===== config.mk =====
export PLATFORM = sky130hd
export DESIGN_NAME = cpsc_dp
export DESIGN_NICKNAME = d
export VERILOG_FILES = /design/src/rtl/core/cpsc_pkg.sv /design/src/rtl/core/cpsc_lane.sv /design/src/rtl/core/cpsc_dp.sv
export SDC_FILE = /design/constraint.sdc
export NUM_CORES = 2
export LEC_CHECK = 0
export ABC_CLOCK_PERIOD_IN_PS = 8400
export BUFFER_PORTS_ARGS = -buffer_cell sky130_fd_sc_hd__buf_2
export CAP_MARGIN = 20
export CORE_MARGIN = 1
export CORE_UTILIZATION = 45
export DETAILED_ROUTE_END_ITERATION = 10
export PLACE_DENSITY_LB_ADDON = 0.25
export SYNTH_ARGS = -nofsm -noshare
export SYNTH_HDL_FRONTEND = slang
export SYNTH_SLANG_ARGS = --single-unit

===== constraint.sdc =====
create_clock -name clk_i -period 8.4 [get_ports clk_i]
set_input_delay 0.84 -clock clk_i [delete_from_list [all_inputs] [get_ports clk_i]]
set_output_delay 0.84 -clock clk_i [all_outputs]
set_load 0.01 [all_outputs]

===== src/rtl/core/cpsc_pkg.sv =====
// ----------------------------------------------------------------------------
// cpsc_pkg
// Shared types and constants of the convex polygon collision block.
// ----------------------------------------------------------------------------
`default_nettype none

package cpsc_pkg;

  localparam int MAX_VERTICES = 16;
  localparam int COORD_BITS   = 16;

  localparam int ADDR_W = $clog2(MAX_VERTICES);
  // count holds 0 .. MAX_VERTICES+1, the top value marks overflow
  localparam int CNT_W  = $clog2(MAX_VERTICES + 2);
  localparam int AXIS_W = COORD_BITS + 1;
  localparam int PROD_W = COORD_BITS + AXIS_W;
  localparam int DOT_W  = PROD_W + 1;

  localparam logic [CNT_W-1:0] MAX_CNT = CNT_W'(MAX_VERTICES);
  localparam logic [CNT_W-1:0] OVF_CNT = CNT_W'(MAX_VERTICES + 1);
  localparam logic [CNT_W-1:0] MIN_CNT = CNT_W'(2);

  typedef enum logic [1:0] {
    STATUS_OK       = 2'd0,
    STATUS_TOO_FEW  = 2'd1,
    STATUS_OVERFLOW = 2'd2
  } status_e;

  typedef struct packed {
    logic                         polygon_b;
    logic signed [COORD_BITS-1:0] x_coord;
    logic signed [COORD_BITS-1:0] y_coord;
    logic                         last_vertex;
  } in_item_t;

  typedef struct packed {
    logic    colliding;
    status_e status;
  } out_item_t;

  typedef struct packed {
    logic signed [COORD_BITS-1:0] x;
    logic signed [COORD_BITS-1:0] y;
  } vertex_t;

  typedef struct packed {
    logic signed [AXIS_W-1:0] ax;
    logic signed [AXIS_W-1:0] ay;
  } axis_t;

  // controller to datapath
  typedef struct packed {
    logic              wr_en;
    logic              wr_b;
    logic [ADDR_W-1:0] wr_addr;
    vertex_t           wr_vtx;
    logic [ADDR_W-1:0] rd_addr;
    logic              edge_b;
    logic              cap_i;
    logic              cap_axis;
    logic              lane_vld_a;
    logic              lane_vld_b;
  } cmd_t;

  // datapath to controller
  typedef struct packed {
    logic axis_sep;
  } dp_sts_t;

endpackage

`default_nettype wire


===== src/rtl/core/cpsc_lane.sv =====
// ----------------------------------------------------------------------------
// cpsc_lane
// Projection lane: dot product of a vertex with the axis, running min/max.
// ----------------------------------------------------------------------------
`default_nettype none

module cpsc_lane (
  input  wire logic                              clk_i,
  input  wire logic                              rst_ni,
  input  wire logic                              clear_i,
  input  wire logic                              vld_i,
  input  wire cpsc_pkg::vertex_t                 vtx_i,
  input  wire cpsc_pkg::axis_t                   axis_i,
  output logic signed [cpsc_pkg::DOT_W-1:0]      lo_o,
  output logic signed [cpsc_pkg::DOT_W-1:0]      hi_o
);

  logic                                 v2_q;
  logic                                 v3_q;
  logic                                 seen_q;
  logic signed [cpsc_pkg::PROD_W-1:0]   px_q;
  logic signed [cpsc_pkg::PROD_W-1:0]   py_q;
  logic signed [cpsc_pkg::PROD_W-1:0]   px_d;
  logic signed [cpsc_pkg::PROD_W-1:0]   py_d;
  logic signed [cpsc_pkg::DOT_W-1:0]    dot_q;
  logic signed [cpsc_pkg::DOT_W-1:0]    dot_d;
  logic signed [cpsc_pkg::DOT_W-1:0]    lo_q;
  logic signed [cpsc_pkg::DOT_W-1:0]    hi_q;

  assign px_d  = cpsc_pkg::PROD_W'(vtx_i.x) * cpsc_pkg::PROD_W'(axis_i.ax);
  assign py_d  = cpsc_pkg::PROD_W'(vtx_i.y) * cpsc_pkg::PROD_W'(axis_i.ay);
  assign dot_d = cpsc_pkg::DOT_W'(px_q) + cpsc_pkg::DOT_W'(py_q);

  always_ff @(posedge clk_i or negedge rst_ni) begin
    if (!rst_ni) begin
      v2_q   <= 1'b0;
      v3_q   <= 1'b0;
      seen_q <= 1'b0;
    end else begin
      v2_q <= vld_i;
      v3_q <= v2_q;
      if (clear_i) begin
        seen_q <= 1'b0;
      end else if (v3_q) begin
        seen_q <= 1'b1;
      end
    end
  end

  always_ff @(posedge clk_i) begin
    px_q  <= px_d;
    py_q  <= py_d;
    dot_q <= dot_d;
    if (v3_q) begin
      if (!seen_q || dot_q < lo_q) begin
        lo_q <= dot_q;
      end
      if (!seen_q || dot_q > hi_q) begin
        hi_q <= dot_q;
      end
    end
  end

  assign lo_o = lo_q;
  assign hi_o = hi_q;

endmodule

`default_nettype wire


===== src/rtl/core/cpsc_dp.sv =====
// ----------------------------------------------------------------------------
// cpsc_dp
// Datapath: vertex memories, edge fetch, axis forming, two projection lanes.
// ----------------------------------------------------------------------------
`default_nettype none

module cpsc_dp (
  input  wire logic               clk_i,
  input  wire logic               rst_ni,
  input  wire cpsc_pkg::cmd_t     cmd_i,
  output cpsc_pkg::dp_sts_t       sts_o
);

  cpsc_pkg::vertex_t mem_a_q [cpsc_pkg::MAX_VERTICES];
  cpsc_pkg::vertex_t mem_b_q [cpsc_pkg::MAX_VERTICES];
  cpsc_pkg::vertex_t rd_a_q;
  cpsc_pkg::vertex_t rd_b_q;
  cpsc_pkg::vertex_t rd_edge;
  cpsc_pkg::vertex_t vi_q;
  cpsc_pkg::axis_t   axis_q;
  cpsc_pkg::axis_t   axis_d;
  logic              v1_a_q;
  logic              v1_b_q;

  logic signed [cpsc_pkg::DOT_W-1:0] lo_a;
  logic signed [cpsc_pkg::DOT_W-1:0] hi_a;
  logic signed [cpsc_pkg::DOT_W-1:0] lo_b;
  logic signed [cpsc_pkg::DOT_W-1:0] hi_b;

  always_ff @(posedge clk_i) begin
    if (cmd_i.wr_en && !cmd_i.wr_b) begin
      mem_a_q[cmd_i.wr_addr] <= cmd_i.wr_vtx;
    end
    rd_a_q <= mem_a_q[cmd_i.rd_addr];
  end

  always_ff @(posedge clk_i) begin
    if (cmd_i.wr_en && cmd_i.wr_b) begin
      mem_b_q[cmd_i.wr_addr] <= cmd_i.wr_vtx;
    end
    rd_b_q <= mem_b_q[cmd_i.rd_addr];
  end

  assign rd_edge = cmd_i.edge_b ? rd_b_q : rd_a_q;

  // axis is (dy, -dx) for the edge from vertex i to vertex j
  always_comb begin
    axis_d.ax = cpsc_pkg::AXIS_W'(rd_edge.y) - cpsc_pkg::AXIS_W'(vi_q.y);
    axis_d.ay = cpsc_pkg::AXIS_W'(vi_q.x) - cpsc_pkg::AXIS_W'(rd_edge.x);
  end

  always_ff @(posedge clk_i) begin
    if (cmd_i.cap_i) begin
      vi_q <= rd_edge;
    end
    if (cmd_i.cap_axis) begin
      axis_q <= axis_d;
    end
  end

  // lane tags follow the registered read data
  always_ff @(posedge clk_i or negedge rst_ni) begin
    if (!rst_ni) begin
      v1_a_q <= 1'b0;
      v1_b_q <= 1'b0;
    end else begin
      v1_a_q <= cmd_i.lane_vld_a;
      v1_b_q <= cmd_i.lane_vld_b;
    end
  end

  cpsc_lane u_lane_a (
    .clk_i   (clk_i),
    .rst_ni  (rst_ni),
    .clear_i (cmd_i.cap_axis),
    .vld_i   (v1_a_q),
    .vtx_i   (rd_a_q),
    .axis_i  (axis_q),
    .lo_o    (lo_a),
    .hi_o    (hi_a)
  );

  cpsc_lane u_lane_b (
    .clk_i   (clk_i),
    .rst_ni  (rst_ni),
    .clear_i (cmd_i.cap_axis),
    .vld_i   (v1_b_q),
    .vtx_i   (rd_b_q),
    .axis_i  (axis_q),
    .lo_o    (lo_b),
    .hi_o    (hi_b)
  );

  assign sts_o.axis_sep = (hi_a < lo_b) || (hi_b < lo_a);

endmodule

`default_nettype wire


==> qor.csv <==
metric,value,unit
Residual DRC,0,
worst path buffer plus inverter count,3,
CP peak stage delay,1.14,ns
drt total wl,254000,um
Setup crit start kind,flip-flop,
H-tree depth,4,
RSZ-0062 raised after global routing,false,
GRT Total Usage,23.3,%
FP Rows,173,
vias in the first global route,64600,
Clock Latency Late Sink,0.83,ns
Final period util,88.0,%
Post-Syn Nets,9635,
Slowest cell on crit path,dfxtp_1,
hold slack final,0.146,ns
mapped cell area,101000,um^2
synth-to-layout area growth,9.38,%
Worst R2R Path Depth,20,
FF-to-FF End,u_lane_b.px_q[32],
RD Place Congestion,0.918,
DP Area,105000,um^2
R2R setup slack,1.01,ns
Die Y,476,um
Final Hold Fails,0,
first-pass GRT wire length,392000,um
"Distinct cells, synth",71,
Vias/cell,5.40,
Die ar.,226000,um^2
MaxCap Viol Count,0,
initial antenna violation count,27,
hold_sp,cmd_i[0],
Syn. warnings,0,
largest net degree at the start of global routing,132,
relative slew slack,16.6,%
Ports,50,
WP data required,9.12,ns
Synth area leaders,"edfxtp_1, fa_1, ha_1",
Root Buffer,clkbuf_16,
slew of the pin with the lowest slew margin,1.25,ns
Max Slew Vio Count,0,
Fin Setup TNS,0,ns
Levels on crit path,20,
Starting Density,45.3,%
CTS tree,yes,
Post-synth EDFFs,1226,
setup bufs post-CTS,0,
Cells after Synth,7844,
final net count,9686,
asr flop ratio synth,0.534,%
syn avg cell area,12.9,um^2
worst-path maximum fanout,18,
type of the most critical hold path,input port to flip-flop,
1st-pass router iterations,7,
core area,223000,um^2
CP arrival,8.12,ns
Port Buf Inserts,49,
# fillers,19200,
post-cts resize count,0,
fmax,135,MHz
#FFs+latches synth,1498,
post-DP HPWL,180000,um
WS Path Type,flip-flop to flip-flop,
Worst Setup EP,u_lane_b.px_q[32],
CP Capture Type,flip-flop,
RR Startpoint,rd_b_q[18],
crit path from,rd_b_q[18],
Clock Skews,0.0636,ns
Synth top area share,36.5,%
post-route ant nets,0,
cell mode on critical path,fa_1,
grt total ovfl,0,
status,"complete, no violations",
detailed-route via count,59500,
Clock Sinks,1498,
post-synth top area cell,edfxtp_1,
Worst-path clk slew,0.06,ns
worst-path cell chain,nand2_1 > inv_1 > fa_1 > fa_1 > fa_1 > fa_1 > fa_1 > inv_1 > fa_1 > inv_1 > ha_1 > a21o_1 > a21o_1 > a221oi_1 > o31ai_1 > a31oi_1 > o21ai_1 > a21o_1 > a21oi_1 > xnor2_1,
clock buffer depth,3,
Die X,476,um
share of layout cells above drive strength 1,9.98,%
Synth Flop Type,edfxtp_1,
post-route cell area,110000,um^2
number of buffers created by CTS,160,
final setup vio count,0,
post-DR wirelength/cell,23.1,um
Initial DRC Count,4438,
sequential share of the synthesized area,41.9,%
"CP delay by family, top",adder cells,
min cycle time layout,7.39,ns
## state kept, by name (all words and copies together) (netlist names), 34 cells and up
register        count
u_lane_b.lo_o      34
u_lane_a.dot_q     34
mem_a_q           512
u_lane_b.hi_o      34
mem_b_q           512
u_lane_a.lo_o      34
u_lane_a.hi_o      34
u_lane_b.dot_q     34
axis_q             34
## worst register-to-register path, delay by kind of cell (launching register included)
family,cells,cell delay [ns]
xor gates and xnor gates,1,0.14
and+or+nand+nor,1,0.24
adders and majority gates,7,3.72
DFF,1,1.14
AOI/OAI and AO/OA,8,1.84
buffers and inverters,3,0.25
## final cells by class
class / count / area [um^2] / share of cell area (%)
multi-input cells: 4653 / 52600 / 47.6
flip-flops and latches: 1498 / 42300 / 38.3
inverters: 1413 / 5300 / 4.80
clock buffers: 191 / 4260 / 3.86
well taps: 2975 / 3720 / 3.37
repair buffers: 169 / 1260 / 1.14
clock inverters: 102 / 993 / 0.899
diodes: 8 / 20.0 / 0.0181
## cell families after synthesis
kind of cell | synth area share, %
fa+ha+maj | 29.8
simple gates | 8.01
flops | 41.9
xor+xnor | 1.95
buf+inv | 6.29
compound gates | 4.56
mux | 7.47
## placed cells by master (no fill, tap or decap), types with 10 or more instances in the layout
| cell | synthesis | routed |
|---|---|---|
| nor3_1 | 47 | 39 |
| mux2i_1 | 18 | 18 |
| nand2b_1 | 46 | 46 |
| a21o_1 | 162 | 162 |
| clkinv_2 | 0 | 32 |
| buf_4 | 0 | 115 |
| fa_1 | 1108 | 1108 |
| buf_2 | 1 | 45 |
| nor2b_1 | 33 | 33 |
| or3_1 | 12 | 12 |
| nor2_4 | 0 | 24 |
| mux2_2 | 14 | 14 |
| and3_1 | 24 | 24 |
| a31oi_1 | 19 | 18 |
| nand2_1 | 591 | 591 |
| o21bai_1 | 27 | 27 |
| nor2_1 | 229 | 204 |
| xor2_1 | 43 | 43 |
| a21oi_1 | 194 | 193 |
| nand4_1 | 49 | 49 |
| edfxtp_1 | 1226 | 1226 |
| inv_1 | 1413 | 1413 |
| a2111oi_0 | 13 | 13 |
| dfxtp_1 | 264 | 264 |
| clkbuf_16 | 0 | 162 |
| xnor2_1 | 182 | 182 |
| clkinv_1 | 0 | 26 |
| o21ai_1 | 39 | 38 |
| o21a_1 | 30 | 30 |
| nand3_1 | 42 | 42 |
| o211ai_1 | 13 | 13 |
| o21ai_0 | 74 | 74 |
| and2_1 | 529 | 529 |
| ha_1 | 634 | 634 |
| clkbuf_8 | 0 | 10 |
| o31ai_1 | 11 | 11 |
| clkbuf_1 | 249 | 19 |
| a211oi_1 | 30 | 30 |
| mux4_2 | 320 | 320 |
## worst min-delay path by stage
stage | endpoint | slack (ns) | cells after the start
after floorplan | u_lane_a.v2_q | 0.33 | 0
after global placement | u_lane_a.v2_q | 0.35 | 0
after detailed placement | u_lane_a.v2_q | 0.34 | 0
after CTS | v1_b_q | 0.08 | 1
after global routing | v1_b_q | 0.12 | 1
final | v1_b_q | 0.15 | 1
## what timing repair did
item                                    CTS  global route
hold buffers                              1             0
hold endpoints to repair                  8             0
endpoints found under the setup margin    0             0
## cells in the mapped netlist, drive strengths merged, types with 5 or more instances
cell type and number:
edfxtp 1226, nor2b 33, and3 25, mux2i 18
a21boi 10, nand3 42, a31oi 19, dfxtp 264
buf 31, nor3 47, a21o 163, a311oi 5
mux4 320, nor2 229, nor4 8, a2111oi 14
fa 1108, a41o 5, dfrtp 8, xnor2 182
mux2 14, nand2b 46, ha 634, and2 530
a22o 5, and4 8, a31o 8, o21bai 27
o21a 30, clkbuf 249, a21oi 196, o22ai 7
o21ai 113, a211oi 30, inv 1413, a211o 7
o41ai 8, nand2 591, o211ai 13, or3 12
a221oi 5, o31ai 11, nand4 49, xor2 43
## through the flow
step                      cells  util (%)  setup slack, ns
after global routing      11000      49.6            0.741
final                     11000      49.6             1.01
after CTS                 11000      49.5             1.01
after floorplan            7844         -             2.16
after global placement    10700      47.2             1.16
after detailed placement  10700      47.2             1.08
## per-layer routing
metal	wire, um	GRT usage (%)	vias up
met5	131	0	-
met4	10300	9.17	20
met3	14300	3.51	435
met2	125000	39.4	1669
met1	104000	30.0	31100
li1	-	-	26300
Power is left out: the tool's default activity adds up to more than one toggle a clock period on the data nets, which glitch-free logic cannot reach.
