==> src/rtl/core/cpsc_pkg.sv <==
// ----------------------------------------------------------------------------
// cpsc_pkg
// Shared types and constants of the convex polygon collision block.
// ----------------------------------------------------------------------------
`default_nettype none

package cpsc_pkg;

  localparam int MAX_VERTICES = 16;
  localparam int COORD_BITS   = 16;

  localparam int ADDR_W = $clog2(MAX_VERTICES);
  // count holds 0 .. MAX_VERTICES+1, the top value marks overflow
  localparam int CNT_W  = $clog2(MAX_VERTICES + 2);
  localparam int AXIS_W = COORD_BITS + 1;
  localparam int PROD_W = COORD_BITS + AXIS_W;
  localparam int DOT_W  = PROD_W + 1;

  localparam logic [CNT_W-1:0] MAX_CNT = CNT_W'(MAX_VERTICES);
  localparam logic [CNT_W-1:0] OVF_CNT = CNT_W'(MAX_VERTICES + 1);
  localparam logic [CNT_W-1:0] MIN_CNT = CNT_W'(2);

  typedef enum logic [1:0] {
    STATUS_OK       = 2'd0,
    STATUS_TOO_FEW  = 2'd1,
    STATUS_OVERFLOW = 2'd2
  } status_e;

  typedef struct packed {
    logic                         polygon_b;
    logic signed [COORD_BITS-1:0] x_coord;
    logic signed [COORD_BITS-1:0] y_coord;
    logic                         last_vertex;
  } in_item_t;

  typedef struct packed {
    logic    colliding;
    status_e status;
  } out_item_t;

  typedef struct packed {
    logic signed [COORD_BITS-1:0] x;
    logic signed [COORD_BITS-1:0] y;
  } vertex_t;

  typedef struct packed {
    logic signed [AXIS_W-1:0] ax;
    logic signed [AXIS_W-1:0] ay;
  } axis_t;

  // controller to datapath
  typedef struct packed {
    logic              wr_en;
    logic              wr_b;
    logic [ADDR_W-1:0] wr_addr;
    vertex_t           wr_vtx;
    logic [ADDR_W-1:0] rd_addr;
    logic              edge_b;
    logic              cap_i;
    logic              cap_axis;
    logic              lane_vld_a;
    logic              lane_vld_b;
  } cmd_t;

  // datapath to controller
  typedef struct packed {
    logic axis_sep;
  } dp_sts_t;

endpackage

`default_nettype wire

==> src/rtl/core/cpsc_ctrl.sv <==
// ----------------------------------------------------------------------------
// cpsc_ctrl
// Controller: vertex intake, counts, edge and projection sequencing, result.
// ----------------------------------------------------------------------------
`default_nettype none

module cpsc_ctrl (
  input  wire logic                 clk_i,
  input  wire logic                 rst_ni,
  input  wire logic                 in_valid_i,
  output logic                      in_ready_o,
  input  wire cpsc_pkg::in_item_t   in_data_i,
  output logic                      out_valid_o,
  input  wire logic                 out_ready_i,
  output cpsc_pkg::out_item_t       out_data_o,
  output cpsc_pkg::cmd_t            cmd_o,
  input  wire cpsc_pkg::dp_sts_t    sts_i
);

  typedef enum logic [3:0] {
    ST_IDLE,
    ST_CHECK,
    ST_EDGE_I,
    ST_EDGE_J,
    ST_AXIS,
    ST_PROJ,
    ST_DRAIN,
    ST_CMP,
    ST_FINISH
  } state_e;

  localparam logic [1:0] DRAIN_LAST = 2'd2;

  state_e                           state_q;
  logic [cpsc_pkg::CNT_W-1:0]       cnt_a_q;
  logic [cpsc_pkg::CNT_W-1:0]       cnt_b_q;
  logic                             a_complete_q;
  logic                             pass_b_q;
  logic [cpsc_pkg::ADDR_W-1:0]      edge_q;
  logic [cpsc_pkg::ADDR_W-1:0]      k_q;
  logic [1:0]                       drain_q;
  logic                             res_col_q;
  cpsc_pkg::status_e                res_status_q;
  logic                             out_valid_q;
  cpsc_pkg::out_item_t              out_data_q;

  logic                             accept;
  logic [cpsc_pkg::CNT_W-1:0]       n_edge;
  logic [cpsc_pkg::CNT_W-1:0]       k_max;
  logic                             edge_last;
  logic                             k_last;
  logic [cpsc_pkg::ADDR_W-1:0]      edge_j;
  logic                             out_free;

  assign in_ready_o = (state_q == ST_IDLE);
  assign accept     = in_valid_i && in_ready_o;
  assign out_free   = !out_valid_q || out_ready_i;

  assign n_edge    = pass_b_q ? cnt_b_q : cnt_a_q;
  assign k_max     = (cnt_a_q > cnt_b_q) ? cnt_a_q : cnt_b_q;
  assign edge_last = (cpsc_pkg::CNT_W'(edge_q) + cpsc_pkg::CNT_W'(1)) == n_edge;
  assign k_last    = (cpsc_pkg::CNT_W'(k_q) + cpsc_pkg::CNT_W'(1)) == k_max;
  // closing edge wraps back to vertex 0
  assign edge_j    = edge_last ? '0 : edge_q + cpsc_pkg::ADDR_W'(1);

  always_comb begin
    cmd_o            = '0;
    cmd_o.wr_b       = in_data_i.polygon_b;
    cmd_o.wr_vtx.x   = in_data_i.x_coord;
    cmd_o.wr_vtx.y   = in_data_i.y_coord;
    cmd_o.edge_b     = pass_b_q;
    cmd_o.rd_addr    = k_q;
    if (in_data_i.polygon_b) begin
      cmd_o.wr_en   = accept && (cnt_b_q < cpsc_pkg::MAX_CNT);
      cmd_o.wr_addr = cnt_b_q[cpsc_pkg::ADDR_W-1:0];
    end else begin
      cmd_o.wr_en   = accept && (a_complete_q || cnt_a_q < cpsc_pkg::MAX_CNT);
      cmd_o.wr_addr = a_complete_q ? '0 : cnt_a_q[cpsc_pkg::ADDR_W-1:0];
    end
    unique case (state_q)
      ST_EDGE_I: begin
        cmd_o.rd_addr = edge_q;
      end
      ST_EDGE_J: begin
        cmd_o.rd_addr = edge_j;
        cmd_o.cap_i   = 1'b1;
      end
      ST_AXIS: begin
        cmd_o.cap_axis = 1'b1;
      end
      ST_PROJ: begin
        cmd_o.lane_vld_a = cpsc_pkg::CNT_W'(k_q) < cnt_a_q;
        cmd_o.lane_vld_b = cpsc_pkg::CNT_W'(k_q) < cnt_b_q;
      end
      default: begin
      end
    endcase
  end

  always_ff @(posedge clk_i or negedge rst_ni) begin
    if (!rst_ni) begin
      state_q      <= ST_IDLE;
      cnt_a_q      <= '0;
      cnt_b_q      <= '0;
      a_complete_q <= 1'b0;
      pass_b_q     <= 1'b0;
      edge_q       <= '0;
      k_q          <= '0;
      drain_q      <= '0;
      res_col_q    <= 1'b0;
      res_status_q <= cpsc_pkg::STATUS_OK;
      out_valid_q  <= 1'b0;
      out_data_q   <= '0;
    end else begin
      if (state_q == ST_FINISH && out_free) begin
        out_valid_q <= 1'b1;
      end else if (out_ready_i) begin
        out_valid_q <= 1'b0;
      end
      unique case (state_q)
        ST_IDLE: begin
          if (accept) begin
            if (!in_data_i.polygon_b) begin
              // a vertex of A after A ended starts a fresh pair
              if (a_complete_q) begin
                cnt_a_q <= cpsc_pkg::CNT_W'(1);
                cnt_b_q <= '0;
              end else if (cnt_a_q < cpsc_pkg::MAX_CNT) begin
                cnt_a_q <= cnt_a_q + cpsc_pkg::CNT_W'(1);
              end else begin
                cnt_a_q <= cpsc_pkg::OVF_CNT;
              end
              a_complete_q <= in_data_i.last_vertex;
            end else begin
              if (cnt_b_q < cpsc_pkg::MAX_CNT) begin
                cnt_b_q <= cnt_b_q + cpsc_pkg::CNT_W'(1);
              end else begin
                cnt_b_q <= cpsc_pkg::OVF_CNT;
              end
              if (in_data_i.last_vertex) begin
                state_q <= ST_CHECK;
              end
            end
          end
        end
        ST_CHECK: begin
          res_col_q <= 1'b0;
          pass_b_q  <= 1'b0;
          edge_q    <= '0;
          k_q       <= '0;
          priority if (cnt_a_q > cpsc_pkg::MAX_CNT || cnt_b_q > cpsc_pkg::MAX_CNT) begin
            res_status_q <= cpsc_pkg::STATUS_OVERFLOW;
            state_q      <= ST_FINISH;
          end else if (cnt_a_q < cpsc_pkg::MIN_CNT || cnt_b_q < cpsc_pkg::MIN_CNT) begin
            res_status_q <= cpsc_pkg::STATUS_TOO_FEW;
            state_q      <= ST_FINISH;
          end else begin
            res_status_q <= cpsc_pkg::STATUS_OK;
            state_q      <= ST_EDGE_I;
          end
        end
        ST_EDGE_I: begin
          state_q <= ST_EDGE_J;
        end
        ST_EDGE_J: begin
          state_q <= ST_AXIS;
        end
        ST_AXIS: begin
          k_q     <= '0;
          state_q <= ST_PROJ;
        end
        ST_PROJ: begin
          if (k_last) begin
            k_q     <= '0;
            drain_q <= '0;
            state_q <= ST_DRAIN;
          end else begin
            k_q <= k_q + cpsc_pkg::ADDR_W'(1);
          end
        end
        ST_DRAIN: begin
          // wait until the last dot product has reached min/max
          if (drain_q == DRAIN_LAST) begin
            state_q <= ST_CMP;
          end else begin
            drain_q <= drain_q + 2'd1;
          end
        end
        ST_CMP: begin
          priority if (sts_i.axis_sep) begin
            res_col_q <= 1'b0;
            state_q   <= ST_FINISH;
          end else if (edge_last && pass_b_q) begin
            res_col_q <= 1'b1;
            state_q   <= ST_FINISH;
          end else if (edge_last) begin
            pass_b_q <= 1'b1;
            edge_q   <= '0;
            state_q  <= ST_EDGE_I;
          end else begin
            edge_q  <= edge_j;
            state_q <= ST_EDGE_I;
          end
        end
        ST_FINISH: begin
          if (out_free) begin
            out_data_q.colliding <= res_col_q;
            out_data_q.status    <= res_status_q;
            cnt_a_q              <= '0;
            cnt_b_q              <= '0;
            a_complete_q         <= 1'b0;
            state_q              <= ST_IDLE;
          end
        end
        default: begin
          state_q <= ST_IDLE;
        end
      endcase
    end
  end

  assign out_valid_o = out_valid_q;
  assign out_data_o  = out_data_q;

endmodule

`default_nettype wire

==> config.mk <==
export PLATFORM = sky130hd
export DESIGN_NAME = cpsc_ctrl
export DESIGN_NICKNAME = d
export VERILOG_FILES = /design/src/rtl/core/cpsc_pkg.sv /design/src/rtl/core/cpsc_ctrl.sv
export SDC_FILE = /design/constraint.sdc
export NUM_CORES = 1
export LEC_CHECK = 0
export BUFFER_PORTS_ARGS = -buffer_cell sky130_fd_sc_hd__buf_2
export CAP_MARGIN = 20
export CORE_UTILIZATION = 28
export DETAILED_ROUTE_END_ITERATION = 7
export PLACE_DENSITY = 0.49
export SLEW_MARGIN = 20
export SYNTH_ARGS = -nofsm -noshare
export SYNTH_HDL_FRONTEND = slang
export SYNTH_SLANG_ARGS = --single-unit
==> constraint.sdc <==
create_clock -name clk_i -period 5.3 [get_ports clk_i]
set_input_delay 0.53 -clock clk_i [delete_from_list [all_inputs] [get_ports clk_i]]
set_output_delay 0.53 -clock clk_i [all_outputs]
set_load 0.02 [all_outputs]
==> results of run 1 <==
-- metrics by stage --
stage                     instances  hold WS (ps)  setup slack (ps)
after detailed placement        444           471              2340
final                           452           313              2020
after CTS                       452           355              2000
after global placement          444           469              2340
after global routing            452           384              1810
after floorplan                 337           234              2690
-- area by class of cell --
type,instances,share of cell area [%]
inverters,18,2.40
clock inverters,3,0.622
clock buffers,5,2.44
well taps,129,5.73
multi-input cells,238,54.9
repair buffers,26,4.62
flip-flops and latches,33,29.3
-- flip-flops by register name, indices dropped and copies added, names as in the netlist, 2 cells and up --
| signal | count |
|---|---|
| state_q | 4 |
| cnt_a_q | 5 |
| edge_q | 4 |
| cnt_b_q | 5 |
| k_q | 4 |
| out_data_o | 3 |
| res_status_q | 2 |
| drain_q | 2 |
-- worst max-delay path: stages (launching register included) --
cell     delay [ps]
dfrtp_1         520
ha_1            310
nand3_1         130
xor2_1          180
a211o_1         320
o31ai_2         420
o21ai_1         100
a221o_1         320
buf_2           160
-- layer usage --
metal	global-route usage (%)	vias up
met3	2.97	8
met4	5.02	0
met2	21.8	62
met1	20.5	1109
li1	-	1133
met5	0	-
-- kinds of logic (layout without fill, tap and decap cells) --
family          after synthesis  in the layout  synth area share, %
xor+xnor                     11             11                 3.50
buf+inv                      66             52                 13.9
compound gates               86             86                 20.0
simple gates                113            113                 20.3
flops                        33             33                 30.0
mux                          10             10                 4.13
fa+ha+maj                    18             18                 8.17
-- worst paths after layout --
kind	to	cells after the start	slack, ps	from
max in group asynchronous	k_q[2]	1	4470	rst_ni
setup reg to reg	state_q[0]	9	2410	cnt_b_q[2]
setup / recovery	cmd_o[7]	8	2020	edge_q[0]
hold reg to reg	drain_q[0]	1	480	drain_q[0]
hold / removal	cnt_a_q[2]	1	310	rst_ni
min in group clk_i	res_col_q	2	450	sts_i
-- power by group through the flow --
stage | logic (W) | registers (W) | clock network, W
after detailed placement | 0.000945 | 0.000504 | 0
after global routing | 0.00108 | 0.000519 | 0.000207
after global placement | 0.000935 | 0.000504 | 0
final | 0.000952 | 0.000501 | 0.000190
after CTS | 0.000951 | 0.000499 | 0.000196
after floorplan | 0.000813 | 0.000407 | 0
-- placed cells by master, fill, tap and decap left out, types with 5 or more instances in the layout --
cell / count
a21o_1: 5
a21oi_1: 14
and3_1: 5
buf_2: 26
clkbuf_8: 5
dfrtp_1: 33
ha_1: 18
inv_1: 18
mux2i_1: 5
nand2_1: 32
nand2b_1: 10
nand3_1: 16
nor2_1: 19
nor3_1: 12
o21ai_0: 30
o31ai_1: 6
xnor2_1: 7
==> metrics.md, run 1 <==
| Metric | Value |
|---|---|
| Final Net Count | 379 |
| Crit Path Class | reg -> out |
| Reg clk slew, reported paths | 70 ps |
| Clock share of power | 11.6% |
| Die Wd | 101 um |
| Post-CTS sizing | 0 |
| Final core utilization | 30.1% |
| Worst-skew pair later-pin latency | 290 ps |
| Max-capacitance violation count | 0 |
| Cell with the most instances after synthesis | buf_4 |
| Most frequent cells after synthesis | 34 x buf_4, 33 x dfrtp_1, 32 x nand2_1 |
| Final setup fails | 0 |
| GR Overflow Total | 0 |
| Met3 WL | 381 um |
| Pins Over Slew Limit | 0 |
| Met2 WL post-DR | 2.98 mm |
| DR WL/cell | 15.6 um |
| Initial Utilization | 29.4% |
| RD Place Congestion | 0.824 |
| Sink Count | 33 |
| Synth Area per Inst | 8.18 um2 |
| Pwr dens | 584 nW/um2 |
| WP data required | 4770 ps |
| Post-synth EDFFs | 0 |
| Layout cells sized above 1 | 13.6% |
| Min cycle time layout | 3280 ps |
| Sw frac | 51.1% |
| Die Y | 101 um |
| Initial antenna violation count | 0 |
| Slew HR | 38.6% |
| Fmax | 0.305 GHz |
| Leakage power | 1.28 nW |
| DP HPWL | 5.28 mm |
| CTS max path bufs | 2 |
| FF/Latch Area | 826 um2 |
| Vias after detailed routing | 2312 |
| Top FF cell, synth | dfrtp_1 |
| Combinational share of power | 57.9% |
| Setup crit start kind | flop |
| Fin crit share | 61.9% |
| Antenna Diode Count | 0 |
| Syn Inst Count | 337 |
| Port Buf Inserts | 26 |
| Fill cells | 1053 |
| Outcome | finished clean |
| DRC | 0 |
| Netlist cell types | 50 |
| Total core area | 9370 um2 |
| I/O pins | 91 |
| Footprint of the multi-input gates | 1550 um2 |
| Post-Synthesis Cell Area | 2760 um2 |
| Leading area contributor after synthesis | dfrtp_1 |
| Largest net degree at the start of global routing | 34 |
| Metal-1 WL | 3.56 mm |
| Switch Pwr | 0.000841 W |
| Total power | 0.00164 W |
| CTS root buffer | clkbuf_8 |
| Layout Skew | 5.54 ps |
| CTS buffer count | 5 |
| CTS tree | yes |
| Max Used Layer | met4 |
| #FFs+latches synth | 33 |
| Hold_buf cts | 0 |
| Slew @ Worst Pin | 915 ps |
| Sequential fraction of the synthesis area | 30.0% |
| FP Rows | 35 |
| First-pass GRT wire length | 11.3 mm |
| Async SR Flop Fraction | 100% |
| Post-DP Area | 2730 um2 |
| Via/cell ratio | 5.12 |
| Vias in the first global route | 2169 |
| Initial DRC count | 95 |
| Final hold vios | 0 |
| Worst min path class | in -> async |
| Syn_nets | 394 |
| Register share of total power | 30.5% |
| RSZ-0062 raised after global routing | false |
| Die area | 10200 um2 |
| Synth-to-Final Area Change | 2.23% |
| Aggregate routed wire length | 7.05 mm |
| H-tree Lvls | 2 |
| Maximum vdd ir drop | 186 uV |
| Internal power | 0.000803 W |
| Crit end category | output port |
| Ys Warns | 0 |
| Ranking of synthesized cells by area | dfrtp_1 30%, buf_4 9.3%, ha_1 8.2% |
| Tot GR Track Use | 14.5% |
| Critical path peak fanout | 8 |
| TritonRoute pass-1 iters | 4 |
| ANT nets after route | 0 |
| Post-synth top area share | 30.0% |
| Arrival time at the worst endpoint | 2750 ps |
| Setup repair bufs after CTS | 0 |
| Finished Cell Area | 2820 um2 |
| Post-route setup TNS | 0 ps |
Power figures use the tool's default switching activity.
==> run 2, diff against run 1 <==
clock period = 3.3 ns   (was 5.3 ns; I/O delays follow)
==> metrics.md, run 2 (synthesis gave the netlist of run 1 again) <==
| Metric | Value |
|---|---|
| GR Overflow Total | 0 (unchanged) |
| Post-route setup TNS | 0 ps (unchanged) |
| Worst min path class | in -> async |
| Critical R2R Launch | cnt_b_q[2] |
| ANT nets after route | 0 (unchanged) |
| Final Net Count | 383 (+1.1%) |
| Max-capacitance violation count | 0 (unchanged) |
| Initial Utilization | 29.4% (unchanged) |
| Post-CTS sizing | 0 (unchanged) |
| Cells after DPL | 448 (+0.90%) |
| Most frequent cells in the layout | 33 x dfrtp_1, 32 x nand2_1, 30 x o21ai_0, 26 x buf_2, 19 x nor2_1 |
| Synth-to-Final Area Change | 3.32% |
| Slew @ Worst Pin | 794 ps (-121 ps) |
| Crit-path cells | ha_1 > nand3_1 > xor2_1 > a211o_1 > o31ai_2 > o21ai_1 > a221o_1 > buf_2 |
| TritonRoute pass-1 iters | 4 (unchanged) |
| Vias in the first global route | 2248 (+3.6%) |
| Arrival time at the worst endpoint | 2730 ps (-20 ps) |
| Final core utilization | 30.4% (+0.32 points) |
| Fin crit share | 92.8% |
| Die Y | 101 um (unchanged) |
| FF/Latch Area | 826 um2 (unchanged) |
| Worst setup startpoint | edge_q[0] |
| Crit Path Class | reg -> out |
| Crit end category | output port |
| Tot GR Track Use | 14.9% (+0.44 points) |
| Outcome | finished clean |
| Die area | 10200 um2 (unchanged) |
| Fill cells | 1067 (+1.3%) |
| Min cycle time layout | 3060 ps |
| Total core area | 9370 um2 (unchanged) |
| Vias after detailed routing | 2338 (+1.1%) |
| I/O pins | 91 (unchanged) |
| Worst path slowest cell | dfrtp_1 |
| CTS tree | yes |
| Reg clk slew, reported paths | 80 ps (about the same) |
| Layout Skew | 7.87 ps (+2.33 ps) |
| Initial antenna violation count | 0 (unchanged) |
| Largest net degree at the start of global routing | 34 (unchanged) |
| Fin cells | 456 (+0.88%) |
| Hold_buf cts | 0 (unchanged) |
| Reg2reg path depth | 9 (unchanged) |
| Initial DRC count | 126 (+33%) |
| Port Buf Inserts | 26 (unchanged) |
| Footprint of the multi-input gates | 1550 um2 (unchanged) |
| Worst-skew pair later-pin latency | 290 ps (about the same) |
| Sink Count | 33 (unchanged) |
| H-tree Lvls | 2 (unchanged) |
| Final hold vios | 0 (unchanged) |
| Die Wd | 101 um (unchanged) |
| WP data required | 2970 ps (-1800 ps) |
| Leakage power | 1.30 nW (+1.6%) |
| R2r setup slk | 340 ps (-2070 ps) |
| FP Rows | 35 (unchanged) |
| Slew HR | 47.1% (+8.5 points) |
| CTS max path bufs | 2 (unchanged) |
| DR WL/cell | 15.6 um (+0.21%) |
| CTS root buffer | clkbuf_8 |
| Setup repair bufs after CTS | 0 (unchanged) |
| DRC | 0 (unchanged) |
| Via/cell ratio | 5.13 (+0.24%) |
| First-pass GRT wire length | 11.8 mm (+4.1%) |
| Maximum vdd ir drop | 290 uV (+56%) |
| CP max stage delay | 510 ps (about the same) |
| Biggest registers after layout | cnt_a_q: 5 flops, cnt_b_q: 5 flops |
| Fmax | 0.326 GHz |
| Final setup fails | 0 (unchanged) |
| DP HPWL | 5.34 mm (+1.2%) |
| Aggregate routed wire length | 7.13 mm (+1.1%) |
| Pins Over Slew Limit | 0 (unchanged) |
| RSZ-0062 raised after global routing | false |
| Pwr dens | 936 nW/um2 (+60%) |
| CTS buffer count | 5 (unchanged) |
| RD Place Congestion | 0.801 (-2.8%) |
| Reg2reg end | state_q[0] |
| Layout cells sized above 1 | 14.7% (+1.1 points) |
| Most common cell after layout, fill and taps aside | dfrtp_1 |
| Setup crit start kind | flop |
| Antenna Diode Count | 0 (unchanged) |
| Critical path peak fanout | 8 (unchanged) |
-- run 2: changes by cell type in the layout (fill, tap and decap cells not counted), sizes merged --
| cell | before | now |
|---|---|---|
| buf | 26 | 30 |
-- run 2: metrics by stage --
step / area (um2) / hold WS, ps / setup slack, ps / power, W
floorplan: 2760 / 34.4 / 828 / 0.00196
CTS: 2850 / 142 / 225 / 0.00267
finish: 2850 / 107 / 236 / 0.00267
global placement: 2760 / 468 / 473 / 0.00232
detailed placement: 2760 / 454 / 398 / 0.00234
global route: 2850 / 182 / 28.9 / 0.00294
-- run 2: routing by layer --
metal / global-route usage, % / part of all wire [%]
met1: 21.6 / 50
met5: 0 / 0
met4: 4.24 / 0.98
met3: 2.69 / 5.1
met2: 22.6 / 44
-- run 2: final cells by class --
| cell class | instances | share of cell area, % |
|---|---|---|
| multi-input combinational | 238 | 54.3 |
| sequential | 33 | 29.0 |
| tap | 129 | 5.67 |
| timing repair buffer | 30 | 5.63 |
| clock buffer | 5 | 2.42 |
| inverter | 18 | 2.37 |
| clock inverter | 3 | 0.615 |
-- run 2: worst max-delay path by stage --
stage	endpoint	depth (start not counted)	slack (ps)
2_1_floorplan	state_q[0]	10	830
3_3_place_gp	state_q[0]	9	470
3_5_place_dp	state_q[0]	9	400
4_1_cts	cmd_o[7]	8	220
5_1_grt	state_q[0]	9	30
6_report	cmd_o[7]	8	240
-- run 2: critical path, delay by kind of cell (launching register included) --
kind / cells / cell delay, ps
AND/OR/NAND/NOR: 1 / 120
XOR/XNOR: 1 / 170
buffers and inverters: 1 / 160
flip-flops: 1 / 510
adder cells (fa/ha/maj): 1 / 310
AO/OA/AOI/OAI: 4 / 1160
-- run 2: where the power goes --
group	switching, W	internal, W	leakage (nW)
Combinational	0.000944	0.000632	0.829
Clock	0.000164	0.000146	0.0439
Sequential	0.000249	0.000531	0.429
Total	0.00136	0.00131	1.30
